<file path="config.mk">
export PLATFORM = sky130hd
export DESIGN_NAME = length_prefixed_deframer_core
export DESIGN_NICKNAME = d
export VERILOG_FILES = /design/src/rtl/core/lpd_pkg.sv /design/src/rtl/core/lpd_in_reg.sv /design/src/rtl/core/lpd_parser.sv /design/src/rtl/core/lpd_out_reg.sv /design/src/rtl/core/length_prefixed_deframer_core.sv
export SDC_FILE = /design/constraint.sdc
export NUM_CORES = 1
export LEC_CHECK = 0
export ABC_AREA = 1
export ABC_CLOCK_PERIOD_IN_PS = 14910
export BUFFER_PORTS_ARGS = -buffer_cell sky130_fd_sc_hd__buf_4
export CAP_MARGIN = 30
export CORE_AREA = 2 2 182 184
export CTS_CLUSTER_DIAMETER = 100
export DETAILED_ROUTE_END_ITERATION = 8
export DIE_AREA = 0 0 184 186
export PLACE_DENSITY_LB_ADDON = 0.3
export SLEW_MARGIN = 20
export SYNTH_ARGS = -nofsm -noshare
export SYNTH_HDL_FRONTEND = slang
export SYNTH_SLANG_ARGS = --single-unit
</file>
<file path="constraint.sdc">
create_clock -name i_clk -period 14.91 [get_ports i_clk]
set_input_delay 1.491 -clock i_clk [delete_from_list [all_inputs] [get_ports i_clk]]
set_output_delay 1.491 -clock i_clk [all_outputs]
set_load 0.05 [all_outputs]
</file>
<file path="src/rtl/core/lpd_pkg.sv">
// Shared constants and types for the length-prefixed deframer.
package lpd_pkg;

    // Header layout in bytes
    localparam logic [4:0] HEADER_BYTES = 5'd20;
    localparam logic [4:0] LENGTH_BYTES = 5'd4;
    localparam logic [4:0] SECONDS_END  = 5'd12;

    // Reset value of the max_length register
    localparam logic [15:0] MAX_LENGTH_RESET = 16'd2048;

    // Result kind codes
    localparam logic [1:0] KIND_HEADER  = 2'd0;
    localparam logic [1:0] KIND_PAYLOAD = 2'd1;
    localparam logic [1:0] KIND_ERROR   = 2'd2;

    // One result item
    typedef struct packed {
        logic [1:0]  kind;
        logic [31:0] frame_length;
        logic [63:0] stamp_seconds;
        logic [63:0] stamp_nanoseconds;
        logic [7:0]  data_byte;
        logic        last_of_frame;
    } t_result;

endpackage

</file>
<file path="src/rtl/core/lpd_in_reg.sv">
// Input register stage: holds one received byte until the parser takes it.
module lpd_in_reg import lpd_pkg::*; (
    input  logic       i_clk,
    input  logic       i_rst_n,
    input  logic       i_valid,
    input  logic [7:0] i_byte,
    output logic       o_ready,
    input  logic       i_advance,
    output logic       o_valid,
    output logic [7:0] o_byte
);

    logic       r_valid;
    logic [7:0] r_byte;

    // Take a new item when empty or when the held item moves on
    assign o_ready = !r_valid || i_advance;

    always_ff @(posedge i_clk) begin
        if (!i_rst_n) begin
            r_valid <= 1'b0;
        end else if (o_ready) begin
            r_valid <= i_valid;
        end
    end

    // Hold the byte; no reset needed on payload
    always_ff @(posedge i_clk) begin
        if (o_ready && i_valid) begin
            r_byte <= i_byte;
        end
    end

    assign o_valid = r_valid;
    assign o_byte  = r_byte;

endmodule

</file>
<file path="src/rtl/core/lpd_parser.sv">
// Deframing state: header shift registers, payload counter and length limit.
module lpd_parser import lpd_pkg::*; (
    input  logic        i_clk,
    input  logic        i_rst_n,
    input  logic        i_cfg_we,
    input  logic [15:0] i_cfg_data,
    input  logic        i_step,
    input  logic [7:0]  i_byte,
    output logic        o_res_valid,
    output t_result     o_result
);

    logic [15:0] r_max_length;
    logic [4:0]  r_header_count, n_header_count;
    logic [31:0] r_length, n_length;
    logic [63:0] r_seconds, n_seconds;
    logic [63:0] r_nanos, n_nanos;
    logic [31:0] r_payload_count, n_payload_count;
    logic        r_skipping, n_skipping;

    // Decode one byte against the current state
    always_comb begin
        n_header_count  = r_header_count;
        n_length        = r_length;
        n_seconds       = r_seconds;
        n_nanos         = r_nanos;
        n_payload_count = r_payload_count;
        n_skipping      = r_skipping;
        o_res_valid     = 1'b0;
        o_result.kind   = KIND_HEADER;
        o_result.last_of_frame = 1'b0;
        o_result.data_byte     = 8'd0;

        if (r_header_count < HEADER_BYTES) begin
            // Shift the header byte into its field
            if (r_header_count < LENGTH_BYTES) begin
                n_length = {r_length[23:0], i_byte};
            end else if (r_header_count < SECONDS_END) begin
                n_seconds = {r_seconds[55:0], i_byte};
            end else begin
                n_nanos = {r_nanos[55:0], i_byte};
            end
            n_header_count = r_header_count + 5'd1;
            if (n_header_count == HEADER_BYTES) begin
                n_payload_count = 32'd0;
                o_res_valid     = 1'b1;
                if (n_length > {16'd0, r_max_length}) begin
                    // Oversize: flag it and drop the declared payload
                    n_skipping    = 1'b1;
                    o_result.kind = KIND_ERROR;
                end else begin
                    n_skipping    = 1'b0;
                    o_result.kind = KIND_HEADER;
                    if (n_length == 32'd0) begin
                        // Empty frame ends at its header
                        n_header_count         = 5'd0;
                        o_result.last_of_frame = 1'b1;
                    end
                end
            end
        end else begin
            // Payload byte: pass it on unless skipping
            n_payload_count        = r_payload_count + 32'd1;
            o_result.kind          = KIND_PAYLOAD;
            o_result.data_byte     = i_byte;
            o_res_valid            = !r_skipping;
            if (n_payload_count >= r_length) begin
                n_header_count         = 5'd0;
                n_skipping             = 1'b0;
                o_result.last_of_frame = 1'b1;
            end
        end

        o_result.frame_length      = n_length;
        o_result.stamp_seconds     = n_seconds;
        o_result.stamp_nanoseconds = n_nanos;
    end

    // Advance state when the input stage hands over an item
    always_ff @(posedge i_clk) begin
        if (!i_rst_n) begin
            r_header_count  <= 5'd0;
            r_length        <= 32'd0;
            r_seconds       <= 64'd0;
            r_nanos         <= 64'd0;
            r_payload_count <= 32'd0;
            r_skipping      <= 1'b0;
        end else if (i_step) begin
            r_header_count  <= n_header_count;
            r_length        <= n_length;
            r_seconds       <= n_seconds;
            r_nanos         <= n_nanos;
            r_payload_count <= n_payload_count;
            r_skipping      <= n_skipping;
        end
    end

    // Length limit register
    always_ff @(posedge i_clk) begin
        if (!i_rst_n) begin
            r_max_length <= MAX_LENGTH_RESET;
        end else if (i_cfg_we) begin
            r_max_length <= i_cfg_data;
        end
    end

endmodule

</file>
<file path="src/rtl/core/lpd_out_reg.sv">
// Result register stage: holds one result item until the receiver takes it.
module lpd_out_reg import lpd_pkg::*; (
    input  logic    i_clk,
    input  logic    i_rst_n,
    input  logic    i_step,
    input  logic    i_res_valid,
    input  t_result i_result,
    output logic    o_advance,
    output logic    o_valid,
    input  logic    i_ready,
    output t_result o_result
);

    logic    r_valid;
    t_result r_result;

    // Free to load when empty or when the held item is taken
    assign o_advance = !r_valid || i_ready;

    always_ff @(posedge i_clk) begin
        if (!i_rst_n) begin
            r_valid <= 1'b0;
        end else if (o_advance) begin
            r_valid <= i_step && i_res_valid;
        end
    end

    always_ff @(posedge i_clk) begin
        if (o_advance && i_step && i_res_valid) begin
            r_result <= i_result;
        end
    end

    assign o_valid  = r_valid;
    assign o_result = r_result;

endmodule

</file>
<file path="src/rtl/core/length_prefixed_deframer_core.sv">
// Top level of the length-prefixed deframer.
//
// Input channel (i_rx_valid / o_rx_ready / i_rx_byte) carries one link byte
// per item. Each frame is a 20-byte header (4-byte big-endian length, 8-byte
// seconds, 8-byte nanoseconds) followed by the payload.
// Result channel (o_res_valid / i_res_ready) gives a header item when the
// 20th header byte is in, then one item per payload byte, the final one with
// o_last_of_frame set. A zero length sets last on the header item. A length
// above max_length gives an error item and the payload is dropped silently.
// max_length is written through i_cfg_we / i_cfg_data and is sampled when a
// header completes.
// A byte passes through the input register, then the result register; the
// decode between the two registers is combinational. Throughput: one byte per
// clock while the receiver takes every result item.
// Reset (synchronous, active low) empties both stages, clears the frame
// state and sets max_length to 2048.
// When the receiver stalls, the result register holds and the input register
// takes a byte only if empty; o_rx_ready then stays low until the stall ends.
module length_prefixed_deframer_core import lpd_pkg::*; (
    input  logic        i_clk,
    input  logic        i_rst_n,
    input  logic        i_cfg_we,
    input  logic [15:0] i_cfg_data,
    input  logic        i_rx_valid,
    output logic        o_rx_ready,
    input  logic [7:0]  i_rx_byte,
    output logic        o_res_valid,
    input  logic        i_res_ready,
    output logic [1:0]  o_kind,
    output logic [31:0] o_frame_length,
    output logic [63:0] o_stamp_seconds,
    output logic [63:0] o_stamp_nanoseconds,
    output logic [7:0]  o_data_byte,
    output logic        o_last_of_frame
);

    logic       in_valid;
    logic [7:0] in_byte;
    logic       advance;
    logic       step;
    logic       dec_valid;
    t_result    dec_result;
    t_result    out_result;

    // Move the held byte through the decoder when the result stage is free
    assign step = in_valid && advance;

    lpd_in_reg u_in_reg (
        .i_clk     (i_clk),
        .i_rst_n   (i_rst_n),
        .i_valid   (i_rx_valid),
        .i_byte    (i_rx_byte),
        .o_ready   (o_rx_ready),
        .i_advance (advance),
        .o_valid   (in_valid),
        .o_byte    (in_byte)
    );

    lpd_parser u_parser (
        .i_clk       (i_clk),
        .i_rst_n     (i_rst_n),
        .i_cfg_we    (i_cfg_we),
        .i_cfg_data  (i_cfg_data),
        .i_step      (step),
        .i_byte      (in_byte),
        .o_res_valid (dec_valid),
        .o_result    (dec_result)
    );

    lpd_out_reg u_out_reg (
        .i_clk       (i_clk),
        .i_rst_n     (i_rst_n),
        .i_step      (step),
        .i_res_valid (dec_valid),
        .i_result    (dec_result),
        .o_advance   (advance),
        .o_valid     (o_res_valid),
        .i_ready     (i_res_ready),
        .o_result    (out_result)
    );

    // Unpack the result item onto its ports
    assign o_kind              = out_result.kind;
    assign o_frame_length      = out_result.frame_length;
    assign o_stamp_seconds     = out_result.stamp_seconds;
    assign o_stamp_nanoseconds = out_result.stamp_nanoseconds;
    assign o_data_byte         = out_result.data_byte;
    assign o_last_of_frame     = out_result.last_of_frame;

endmodule

</file>
# [Yosys cells after proc, flatten, opt, wreduce, memory -nomap -nowiden]
# Index checks and enable logic that the tools add are counted.
[op_classes] addsub=2 multipliers=0 div=0 order_cmp=5 eq_ne=2 shifts=0 n_mux=29 bitwise_logic=0 reduce_logical=16
[op_table] operator="64-bit 2-to-1 mux" count=6
[op_table] operator="32-bit 2-to-1 mux" count=5
[op_table] operator="32-bit by 1-bit adder with 32-bit output (second input constant)" count=1
[op_table] operator="32-bit >= comparator" count=1
[op_table] operator="32-bit by 16-bit greater-than comparator with 1-bit output" count=1
[op_table] operator="32-bit logical NOT" count=1
[op_table] operator="5-bit 2-to-1 mux" count=5
[op_table] operator="1-bit 2-to-1 mux" count=12
[op_table] operator="2-bit AND reduction" count=3
[op_table] operator="5-bit by 1-bit adder with 5-bit output (second input constant)" count=1
[op_table] operator="5-bit == test (second input constant)" count=1
[op_table] operator="1-bit logical AND" count=5
[op_table] operator="5-bit by 3-bit < comparator with 1-bit output (second input constant)" count=1
[op_table] operator="5-bit by 4-bit < comparator with 1-bit output (second input constant)" count=1
[op_table] operator="5-bit < comparator (second input constant)" count=1
[op_table] operator="1-bit logical NOT" count=3
[op_table] operator="3-bit AND reduction" count=1
[op_table] operator="1-bit logical OR" count=2
[op_table] operator="2-bit 2-to-1 mux" count=1
[op_table] operator="2-bit != test (second input constant)" count=1
[op_table] operator="2-bit nonzero test" count=1
[totals] register_bits=395 latch_bits=0 mem_bits_rw=0 romBits=0 inputBits=29 elab_cells=71 n_memories=0

# [Logic depth before layout (Yosys ltp)]
# Gate-level depths: netlist of run 1.
[logic_depth] word_depth=8 mapped_depth=21

# [Cells and area by module]
# From an unflattened synthesis of run 1, not the netlist that was laid out.
[hier_totals] cells_unflattened=2135 hier_area_um2=17725.8
[modules_own_cells] mod="lpd_parser" instances=1 cells_each=1940 area_per_inst_um2=12240.5
[modules_own_cells] mod="lpd_out_reg" instances=1 cells_each=178 area_per_inst_um2=5186.2
[modules_own_cells] mod="lpd_in_reg" instances=1 cells_each=15 area_per_inst_um2=291.5
[modules_own_cells] mod="length_prefixed_deframer_core" instances=1 cells_each=2 area_per_inst_um2=7.5

# [Worst setup path before layout of run 1]
# Ideal clock, no wire load.
[synth_path] path_kind="input to register" startpoint="input port i_res_ready" endpoint="register u_out_reg.r_result, in the netlist u_out_reg.o_result[0], enable pin" arrival_ns=10.508 required_time_ns=14.149 path_slack_ns=3.642 stages=7 path_cell_list="inv_1 nand2_1 nand2_1 buf_4 a21oi_1 inv_1 a21oi_1"
[synth_between] elab_chain_len=4
[synth_rtl] item="start, declared" line_no="length_prefixed_deframer_core.sv:28" source="input logic i_res_ready,"
[synth_rtl] item="1-bit logical OR *" line_no="lpd_out_reg.sv:18" source="assign o_advance = !r_valid || i_ready;"
[synth_rtl] item="1-bit logical AND" line_no="length_prefixed_deframer_core.sv:46" source="assign step = in_valid && advance;"
[synth_rtl] item="1-bit logical AND * (2 in series)" line_no="lpd_out_reg.sv:29" source="if (o_advance && i_step && i_res_valid) begin"
[synth_rtl] item="end signal, assigned" line_no="lpd_out_reg.sv:30" source="r_result <= i_result;"
[synth_rtl] item="end, declared" line_no="lpd_out_reg.sv:15" source="t_result r_result;"
# Every way passes the cells marked *; elsewhere a longest branch is shown, timed or not.
# A chain may end at the register's enable or synchronous reset.

# [Worst setup path in the final report of run 1]
[layout_path] startpoint="input port i_res_ready" endpoint="register u_out_reg.r_result, in the netlist u_out_reg.o_result[60], enable pin"
# The elaborated chain is that of the path after synthesis.

==> metrics.yaml, run 1 <==
layout:
  antenna_cells: 0
  design.final.nets: 2328
  fill_count: 2645
  drive_above_1_share: 0.130
  syn2layout_area_growth_pct: 18.4
  utilization: 0.646
critical_path:
  most_repeated_library_cell_on_the_critical_path: "buf_4"
  startpoint_type: "input pin"
  cp_max_stage_delay_ns: 0.65
  slowest_stage: "buf_4"
  worstPathCellList: "buf_4, inv_1, nand2_1, nand2_4, a21oi_1, inv_1, a21oi_4, buf_4, buf_4, buf_16"
  cp_data_required_time_ns: 15.12
  timing.critical_path.max_delay_family: "buffers and inverters"
  critical_path_arrival_ns: 4.26
  timing.critical_path.fanout_max: 64
  critical_path_class: "in -> reg"
  critical_path_buf_inv_count: 6
  end_kind: "flip-flop"
power:
  intPower_uw: 1860
  p_switching_uw: 600
  ir_worst_vdd_v: 0.000101
  fin_total_pwr_uw: 2460
  pwr-share-comb: 0.096
  power.clock.fraction: 0.420
  static-leakage-power_uw: 0.00954
  power.share.sequential: 0.484
  p_per_area_nw_per_um2: 118
  sw_frac_of_total: 0.244
logic_synthesis:
  ys_seq_elements: 395
  synth.net_count: 2170
  ys.warnings.count: 0
  synthMostInstantiatedCell: "inv_1"
  ys_top_cells_by_count: "inv_1, nand2_1, o21ai_0"
  edff_count_synth: 179
  synth_area_leader_cell: "edfxtp_1"
  synth-seq-area-share: 0.552
  syn-cell-area_sq_um: 17600
  ys_types: 34
  async_flop_share: 0
  syn_inst_count: 2091
  syn-mean-instance-area_sq_um: 8.41
  share_of_the_synthesized_area_in_the_top_cell_type: 0.306
  synth.top_cells.by_area: "edfxtp_1, dfxtp_1, o21ai_0"
  ys_dominant_reg_cell: "dfxtp_1"
sta:
  rsz_0062_raised_after_global_routing: "false"
  fin_crit_sh: 0.272
  fin_hold_ws_ns: 0.463
  setup_tns_ns: 0
  timing.final.crit_period_ns: 4.05
  timing.final.setup_violations: 0
  timing.clock.skew_ns: 0.0157
  achievable-frequency_mhz: 247
  slew_at_the_pin_with_the_worst_max_slew_slack_ns: 0.801
  setup_slack_ns: 10.86
  timing.final.max_slew_violations: 0
  slew_headroom: 0.466
  hold_viol_final: 0
route:
  routedWlPerCell_microns: 15.1
  post_drt_via_cell_ratio: 5.18
  detailroute.via_count: 13900
  post-route-drc-count: 0
  detail_route.iter0.violations: 1145
  first_pass_iters: 5
  antenna_left: 0
  drt-total-wl_microns: 40600
grt:
  grt_antenna_before_repair: 0
  grt_pass1_wl_microns: 64500
  grt_pass1_vias: 13000
  global_route.usage.total: 0.236
  grt_max_degree: 129
  grt.overflow.total: 0
clock_network:
  cts_made_buffers: 42
  tritoncts: "built"
  cts-hold-fix-buffers: 0
  post-cts-setup-buffers: 0
  root_buffer: "clkbuf_16"
  cts_max_level: 2
  clk_pin_slew_ns: 0.06
  post_cts_resize_count: 0
  clk_lat_worst_skew_ns: 0.54
  cts-root-to-sink-buffers: 3
  cts_sinks: 395
floorplan:
  placement_rows: 66
  core-area_sq_um: 32200
  io_pins: 202
  chipWidth_microns: 184
  fp.dieH_microns: 186
  initial_cell_density_of_the_core: 0.546
  dieArea_sq_um: 34200
worst_hold_path:
  hold_class: "reg -> reg"
placement:
  dp.final_hpwl_microns: 27500
  gpl.final_weighted_congestion: 0.900
  placement.setup.worst_slack_ns: 10.06
  portBuffers: 201
run:
  drv_cap: 0
status:
  status: "complete, no violations"
## final timing paths
check	depth (start not counted)	from	endpoint	slack (ns)
setup reg to reg	8	u_parser.r_header_count[2]$_SDFFE_PN0P_	u_out_reg.o_result[60]$_DFFE_PP_	11.19
setup / recovery	10	i_res_ready	u_out_reg.o_result[60]$_DFFE_PP_	10.86
hold reg to reg	2	u_parser.r_max_length[5]$_SDFFE_PN0P_	u_parser.r_max_length[5]$_SDFFE_PN0P_	0.46
hold / removal	2	u_parser.r_max_length[5]$_SDFFE_PN0P_	u_parser.r_max_length[5]$_SDFFE_PN0P_	0.46
## sequential cells by signal, summed over array words and instances (netlist names)
signal,flops
u_in_reg.o_byte,8
u_out_reg.o_result,171
u_in_reg.o_valid,1
u_parser.r_nanos,64
u_parser.r_payload_count,32
u_out_reg.o_valid,1
u_parser.r_length,32
u_parser.r_header_count,5
u_parser.r_seconds,64
u_parser.r_max_length,16
u_parser.r_skipping,1
## placed cells by master (no fill, tap or decap), types with 3 or more instances in the layout
cell type	Yosys	final
ha_1	50	50
a21oi_1	221	220
buf_4	2	210
edfxtp_1	179	179
o21ai_1	12	12
o21a_1	3	3
bufinv_16	0	3
clkinv_2	0	6
nor3_1	9	9
clkbuf_8	0	3
o21ai_0	321	321
nor2_1	94	94
xnor2_1	6	6
clkbuf_1	72	14
xor2_1	17	17
nand3_1	45	44
nor2_4	3	3
nand4_1	8	8
clkbuf_16	0	44
clkinv_1	3	5
dfxtp_1	216	216
buf_16	0	5
nand2_1	360	358
and2_1	5	5
a21o_1	3	3
inv_1	418	418
## power groups by stage
stage                     clock (uW)  combinational [uW]  sequential [uW]
after floorplan                    0                 165             1220
after global placement             0                 219             1210
after detailed placement           0                 230             1210
after CTS                       1050                 232             1190
after global routing            1090                 272             1190
final                           1030                 235             1190
## worst reg2reg max path, delay by kind of cell (launching register included)
kind	cells	cell delay, ns
buffers and inverters	5	1.93
DFF	1	0.37
and+or+nand+nor	2	0.79
AOI/OAI and AO/OA	1	0.25
## stage by stage
| step | cell area [sq um] | instances |
|---|---|---|
| global placement | 19300 | 2606 |
| CTS | 20700 | 2686 |
| floorplan | 17600 | 2091 |
| finish | 20800 | 2690 |
| global route | 20800 | 2690 |
| detailed placement | 19300 | 2609 |
## cell families (layout without fill, tap and decap cells)
| family | count (synthesis) | in the layout | synth area share |
|---|---|---|---|
| XOR/XNOR | 23 | 23 | 0.0115 |
| AND/OR/NAND/NOR | 535 | 535 | 0.124 |
| buffers and inverters | 524 | 715 | 0.115 |
| AO/OA/AOI/OAI | 564 | 564 | 0.162 |
| adder cells (fa/ha/maj) | 50 | 50 | 0.0356 |
| flip-flops | 395 | 395 | 0.552 |
## per-layer routing
metal  vias up  global-route usage  routed length (microns)
met1      6400               0.307                    17400
li1       7037                   -                        -
met2       402               0.403                    19400
met5         -                   0                        0
met3        85              0.0319                     2420
met4         0              0.0909                     1460
## final cells by class
| type | count | area [sq um] | area share |
|---|---|---|---|
| Multi-Input combinational cell | 1172 | 5890 | 0.283 |
| Timing Repair Buffer | 217 | 1750 | 0.0841 |
| Clock inverter | 16 | 176 | 0.00848 |
| Inverter | 421 | 1590 | 0.0762 |
| Sequential cell | 395 | 9700 | 0.466 |
| Clock buffer | 61 | 1190 | 0.0574 |
| Tap cell | 408 | 510 | 0.0245 |
No activity file was read; power rests on OpenSTA's default activity.
==> inputs of run 2 (changes only) <==
Settings changed: ABC_AREA 1 to 0, ABC_CLOCK_PERIOD_IN_PS 14910 to 3900, CORE_AREA 2 2 182 184 to 2 2 178 180, DIE_AREA 0 0 184 186 to 0 0 180 182.
Clock period 14.91 ns to 3.9 ns, I/O delays scaled along.
==> run 2 against run 1 <==
Synthesized cell count shrank 23%. First-iteration DRC count rose by 3.9%. Cell area down 3.5%. Sequential share of layout area up 1.7 points. Critical endpoint is now u_parser.r_header_count[4]$_SDFFE_PN0P_. Non-clock buffer count rose by 3. Combinational power rose to 2.7 times the previous value.
==> metrics.yaml, run 2 <==
route:
  antenna_left: 0  # unchanged
  routedWlPerCell_microns: 18.2  # +21%
  first_pass_iters: 7  # +2
  post_drt_via_cell_ratio: 5.65  # +9.2%
  post-route-drc-count: 0  # unchanged
  detailroute.via_count: 12500  # -11%
  drt-total-wl_microns: 40200  # -1.1%
  detail_route.iter0.violations: 1190  # +3.9%
critical_path:
  critical_path_class: "reg -> reg"
  cp_max_stage_delay_ns: 0.53  # -0.12 ns
  slowest_stage: "or4_4"
  critical_path_buf_inv_count: 0  # -6
  cp_data_required_time_ns: 4.31  # -10.81 ns
  timing.critical_path.max_delay_family: "simple AND/OR/NAND/NOR gates"
  critical_path_arrival_ns: 4.18  # -0.08 ns
  end_kind: "flip-flop"
  startpoint_type: "flip-flop"
  most_repeated_library_cell_on_the_critical_path: "a21oi_2"
  worstPathCellList: "ha_2, nand3_1, or4_4, nor2_1, and3_4, xor2_1, ha_1, a21oi_1, nand2_1, a221o_1, or3_1, a21oi_2, a21oi_2, a221oi_1"
  timing.critical_path.fanout_max: 6  # -91%
sta:
  fin_crit_sh: 0.967
  timing.clock.skew_ns: 0.0269  # +0.0112 ns
  timing.final.max_slew_violations: 0  # unchanged
  timing.final.crit_period_ns: 3.77
  hold_viol_final: 0  # unchanged
  setup_slack_ns: 0.127  # -10.73 ns
  slew_headroom: 0.372  # -0.0946
  timing.final.setup_violations: 0  # unchanged
  slew_at_the_pin_with_the_worst_max_slew_slack_ns: 0.943  # +0.142 ns
  achievable-frequency_mhz: 265
layout:
  utilization: 0.648  # +0.00198
  drive_above_1_share: 0.231  # +0.101
  final_common_cell: "nor2_1"
  area_occupied_by_multi_input_gates_sq_um: 6630  # +13%
  antenna_cells: 0  # unchanged
  final-seq-area_sq_um: 9710  # about the same
  most-common-layout-cells: "nor2_1, buf_4, dfxtp_1"
  design.final.nets: 1849  # -21%
  largest_register_ffs: 171  # unchanged
  fill_count: 2367  # -11%
  syn2layout_area_growth_pct: 19.4
floorplan:
  core-area_sq_um: 31000  # -3.8%
  io_pins: 202  # unchanged
  initial_cell_density_of_the_core: 0.543  # -0.00298
  dieArea_sq_um: 32800  # -4.3%
  chipWidth_microns: 180  # -2.2%
  fp.dieH_microns: 182  # -2.2%
  placement_rows: 65  # -1.5%
logic_synthesis:
  synth.net_count: 1683  # -22%
  ys_top_cells_by_count: "nor2_1, dfxtp_1, edfxtp_1"
  syn-cell-area_sq_um: 16800  # -4.3%
  synth.top_cells.by_area: "edfxtp_1, dfxtp_1, nor2_1"
  synthMostInstantiatedCell: "nor2_1"
  ys.warnings.count: 0  # unchanged
  ys_types: 50  # +47%
  edff_count_synth: 179  # unchanged
  syn_inst_count: 1604  # -23%
  share_of_the_synthesized_area_in_the_top_cell_type: 0.320  # +0.0138
  synth-seq-area-share: 0.577  # +0.0249
  syn-mean-instance-area_sq_um: 10.5  # +25%
  ys_seq_elements: 395  # unchanged
  async_flop_share: 0  # unchanged
  ys_dominant_reg_cell: "dfxtp_1"
  synth_area_leader_cell: "edfxtp_1"
grt:
  grt_pass1_wl_microns: 63900  # -0.94%
  global_route.usage.total: 0.240  # +0.00375
  grt_pass1_vias: 11900  # -8.4%
  grt_max_degree: 192  # +49%
  grt.overflow.total: 0  # unchanged
  grt_antenna_before_repair: 0  # unchanged
clock_network:
  clk_pin_slew_ns: 0.06  # about the same
  cts_made_buffers: 41  # -2.4%
  tritoncts: "built"
  cts_sinks: 395  # unchanged
  cts_max_level: 2  # unchanged
  root_buffer: "clkbuf_16"
  cts-root-to-sink-buffers: 3  # unchanged
  post-cts-setup-buffers: 0  # unchanged
  clk_lat_worst_skew_ns: 0.53  # about the same
  cts-hold-fix-buffers: 0  # unchanged
  post_cts_resize_count: 0  # unchanged
placement:
  placement.setup.worst_slack_ns: 0.102  # -9.96 ns
  portBuffers: 201  # unchanged
  dp.final_hpwl_microns: 26600  # -3.3%
  gpl.final_weighted_congestion: 0.857  # -4.8%
power:
  ir_worst_vdd_v: 0.000340  # +240%
  static-leakage-power_uw: 0.00800  # -16%
  p_per_area_nw_per_um2: 450  # +280%
worst_hold_path:
  hold_class: "in -> reg"
status:
  status: "complete, no violations"
run:
  drv_cap: 0  # unchanged
[run 2: area by class of cell]
cell class | count | share of cell area
Sequential cell | 395 | 0.483
Multi-Input combinational cell | 1056 | 0.330
Timing Repair Buffer | 220 | 0.0847
Clock buffer | 62 | 0.0586
Tap cell | 402 | 0.0250
Inverter | 56 | 0.0107
Clock inverter | 13 | 0.00729
[run 2: metrics by stage]
step / total power (uW) / TNS (ns) / std cells / area [sq um] / hold WS (ns)
floorplan: 5090 / -31.30 / 1604 / 16900 / 0.449
global placement: 5250 / 0 / 2129 / 18700 / 0.478
detailed placement: 5280 / 0 / 2129 / 18700 / 0.479
CTS: 9090 / 0 / 2204 / 20000 / 0.0425
global route: 9360 / -0.0336 / 2204 / 20100 / 0.0323
finish: 9030 / 0 / 2204 / 20100 / 0.0570
[run 2: worst paths after layout]
path | from | end | slack, ns | depth (start not counted)
max | u_parser.r_payload_count[0]$_SDFFE_PN0P_ | u_parser.r_header_count[4]$_SDFFE_PN0P_ | 0.13 | 14
min | i_rx_byte[7] | u_in_reg.o_byte[7]$_DFFE_PP_ | 0.06 | 1
min reg2reg | u_parser.r_nanos[59]$_SDFFE_PN0P_ | u_parser.r_nanos[59]$_SDFFE_PN0P_ | 0.49 | 2
max reg2reg | u_parser.r_payload_count[0]$_SDFFE_PN0P_ | u_parser.r_header_count[4]$_SDFFE_PN0P_ | 0.13 | 14
[run 2: kinds of logic after synthesis]
group / share of synthesized area
buf+inv: 0.0352
simple gates: 0.169
mux: 0.0964
flops: 0.577
compound gates: 0.0699
fa+ha+maj: 0.0372
xor+xnor: 0.0161
[run 2: where the power goes]
part | internal (uW) | switching, uW
Sequential | 4460 | 109
Clock | 2290 | 1540
Combinational | 259 | 379
[run 2: metal layers]
metal  vias up  track usage  part of all wire
li1       5989            -                 -
met1      6024        0.318              0.43
met2       367        0.408              0.49
met3        76       0.0325             0.048
met4         0       0.0816             0.031
met5         -            0                 0
==> inputs of run 3 (changes only) <==
Settings changed: ABC_AREA 0 to 1, CORE_AREA 2 2 178 180 to 2 2 182 184, DIE_AREA 0 0 180 182 to 0 0 184 186, PLACE_DENSITY set to 0.75, PLACE_DENSITY_LB_ADDON 0.3 to unset.
==> run 3 against run 2 <==
Core utilization decreased by 0.24 points. Critical path depth increased by 4. Die area increased by 4.5%. Setup slack improved by 0.33 ns. Routed wire length increased by 4.5%. Highest routed layer unchanged. Largest power group unchanged. Combinational power increased by 40%.
==> metrics.yaml, run 3 (synthesized netlist as in run 1, its figures left out) <==
status:
  status: "complete, no violations"
clock_network:
  clk_pin_slew_ns: 0.06  # about the same
  clk_lat_worst_skew_ns: 0.54  # about the same
  post-cts-setup-buffers: 0  # unchanged
  root_buffer: "clkbuf_16"
  cts_sinks: 395  # unchanged
  cts_max_level: 2  # unchanged
  cts-root-to-sink-buffers: 3  # unchanged
  tritoncts: "built"
  cts_made_buffers: 42  # +2.4%
  post_cts_resize_count: 0  # unchanged
critical_path:
  cp_max_stage_delay_ns: 0.41  # -0.12 ns
  startpoint: "u_parser.r_payload_count[0]$_SDFFE_PN0P_"
  slowest_stage: "dfxtp_1"
  end_kind: "flip-flop"
  reg2reg_to: "u_parser.r_header_count[2]$_SDFFE_PN0P_"
  startpoint_type: "flip-flop"
  critical_path_class: "reg -> reg"
  worstPathCellList: "ha_1, nand2_1, nor2_1, nand2_1, nor2_4, and3_1, nand2_1, xor2_1, ha_1, nand2_1, o21a_1, nand2_1, a21oi_1, nand3_1, nand2_1, nand2_1, nand2_1, nor2_1"
  most_repeated_library_cell_on_the_critical_path: "nand2_1"
  cp_data_required_time_ns: 4.33  # +0.02 ns
  critical_path_arrival_ns: 3.87  # -0.31 ns
  crit_path_end: "u_parser.r_header_count[2]$_SDFFE_PN0P_"
  regToRegSetupSlack_ns: 0.46  # +0.33 ns
  timing.critical_path.fanout_max: 8  # +2
  r2r_cells: 18  # +4
  reg2reg_launch_point: "u_parser.r_payload_count[0]$_SDFFE_PN0P_"
layout:
  area_occupied_by_multi_input_gates_sq_um: 5930  # -11%
  final_common_cell: "inv_1"
  design.final.nets: 2325  # +26%
  final-instance-count-excl-fill: 2688  # +22%
  largest_register_ffs: 171  # unchanged
  drive_above_1_share: 0.135  # -0.0963
  final-seq-area_sq_um: 9710  # unchanged
  final_area_sq_um: 20800  # +3.5%
  antenna_cells: 0  # unchanged
  fill_count: 2685  # +13%
  most-common-layout-cells: "inv_1, nand2_1, o21ai_0"
  syn2layout_area_growth_pct: 18.3
route:
  post-route-drc-count: 0  # unchanged
  detailroute.via_count: 14000  # +12%
  first_pass_iters: 5  # -2
  routedWlPerCell_microns: 15.6  # -14%
  antenna_left: 0  # unchanged
  post_drt_via_cell_ratio: 5.21  # -7.8%
  detail_route.iter0.violations: 1193  # +0.25%
  drt-total-wl_microns: 42000  # +4.5%
sta:
  timing.clock.skew_ns: 0.0135  # -0.0134 ns
  slew_headroom: 0.276  # -0.0960
  fin_hold_ws_ns: 0.0217  # -0.0353 ns
  fin_crit_sh: 0.882  # -0.0852
  setup_slack_ns: 0.459  # +0.332 ns
  timing.final.max_slew_violations: 0  # unchanged
  timing.final.crit_period_ns: 3.44  # -0.332 ns
  hold_viol_final: 0  # unchanged
  slew_at_the_pin_with_the_worst_max_slew_slack_ns: 1.09  # +0.144 ns
  setup_tns_ns: 0  # unchanged
  achievable-frequency_mhz: 291  # +9.7%
  timing.final.setup_violations: 0  # unchanged
  rsz_0062_raised_after_global_routing: "false"
grt:
  grt.overflow.total: 0  # unchanged
  grt_max_degree: 293  # +53%
  grt_pass1_wl_microns: 65900  # +3.1%
  grt_pass1_vias: 13000  # +8.8%
  global_route.usage.total: 0.242  # +0.00138
  grt_antenna_before_repair: 0  # unchanged
power:
  static-leakage-power_uw: 0.00953  # +19%
  ir_worst_vdd_v: 0.000310  # -8.8%
  p_per_area_nw_per_um2: 453  # +0.74%
placement:
  dp.cells: 2609  # +23%
  placed_area_sq_um: 19400  # +3.5%
  gpl.final_weighted_congestion: 0.866  # +1.1%
  placement.setup.worst_slack_ns: 0.513  # +0.411 ns
  dp.final_hpwl_microns: 28200  # +6.1%
  portBuffers: 201  # unchanged
floorplan:
  placement_rows: 66  # +1.5%
  chipWidth_microns: 184  # +2.2%
  initial_cell_density_of_the_core: 0.546  # +0.00298
  core-area_sq_um: 32200  # +3.9%
  fp.dieH_microns: 186  # +2.2%
  io_pins: 202  # unchanged
  dieArea_sq_um: 34200  # +4.5%
run:
  drv_cap: 0  # unchanged
worst_hold_path:
  hold_class: "in -> reg"
run 3: changes by cell type in the layout (fill, tap and decap cells not counted), moves of 16 or more:
cell	previous run	this run
a21oi_1	28	219
o21ai_0	34	321
mux2_2	112	0
nor3_1	137	9
inv_1	54	417
nor2_1	354	94
a211oi_1	32	0
mux2i_1	18	0
nand3_1	17	43
mux2_1	16	0
a22oi_1	18	0
nand2_1	64	357
run 3: worst min-delay path by stage:
stage | cells after the start | startpoint | endpoint
2_1_floorplan | 2 | u_parser.r_max_length[15]$_SDFFE_PN0P_ | u_parser.r_max_length[15]$_SDFFE_PN0P_
3_3_place_gp | 2 | u_parser.r_max_length[15]$_SDFFE_PN0P_ | u_parser.r_max_length[15]$_SDFFE_PN0P_
3_5_place_dp | 2 | u_parser.r_max_length[8]$_SDFFE_PN0P_ | u_parser.r_max_length[8]$_SDFFE_PN0P_
4_1_cts | 1 | i_rx_byte[7] | u_in_reg.o_byte[7]$_DFFE_PP_
5_1_grt | 1 | i_rx_byte[0] | u_in_reg.o_byte[0]$_DFFE_PP_
6_report | 1 | i_rx_byte[7] | u_in_reg.o_byte[7]$_DFFE_PP_
run 3: routing by layer:
metal / track usage / routed length [microns] / vias to the layer above / part of all wire
li1: - / - / 7027 / -
met4: 0.0838 / 1260 / 0 / 0.030
met5: 0 / 0 / - / 0
met3: 0.0362 / 2410 / 80 / 0.057
met1: 0.315 / 18300 / 6487 / 0.44
met2: 0.412 / 20000 / 409 / 0.48
run 3: report_power, final:
group	internal, uW	switching [uW]
registers	4490	68.7
logic	271	625
clock network	2310	1660
run 3: final cells by class:
| type | instances | share of cell area |
|---|---|---|
| multi-input combinational | 1172 | 0.285 |
| inverter | 421 | 0.0762 |
| tap | 408 | 0.0246 |
| clock buffer | 58 | 0.0578 |
| clock inverter | 20 | 0.00981 |
| sequential | 395 | 0.467 |
| timing repair buffer | 214 | 0.0798 |
run 3: worst max-delay path, delay by kind of cell (launching register included):
family | cells | cell delay (ns)
xor+xnor | 1 | 0.24
simple gates | 13 | 1.81
fa+ha+maj | 2 | 0.48
compound gates | 2 | 0.38
flops | 1 | 0.41
run 3: stage by stage:
step | util | total power [uW]
4_1_cts | 0.645 | 9470
3_3_place_gp | 0.602 | 5490
6_report | 0.646 | 9420
5_1_grt | 0.646 | 9780
3_5_place_dp | 0.602 | 5530
2_1_floorplan | - | 5280
run 3: what timing repair did:
item / in CTS / in global routing
setup endpoints to repair: 0 / 0
endpoints found under the hold margin: 0 / 1
hold buffers: 0 / 1
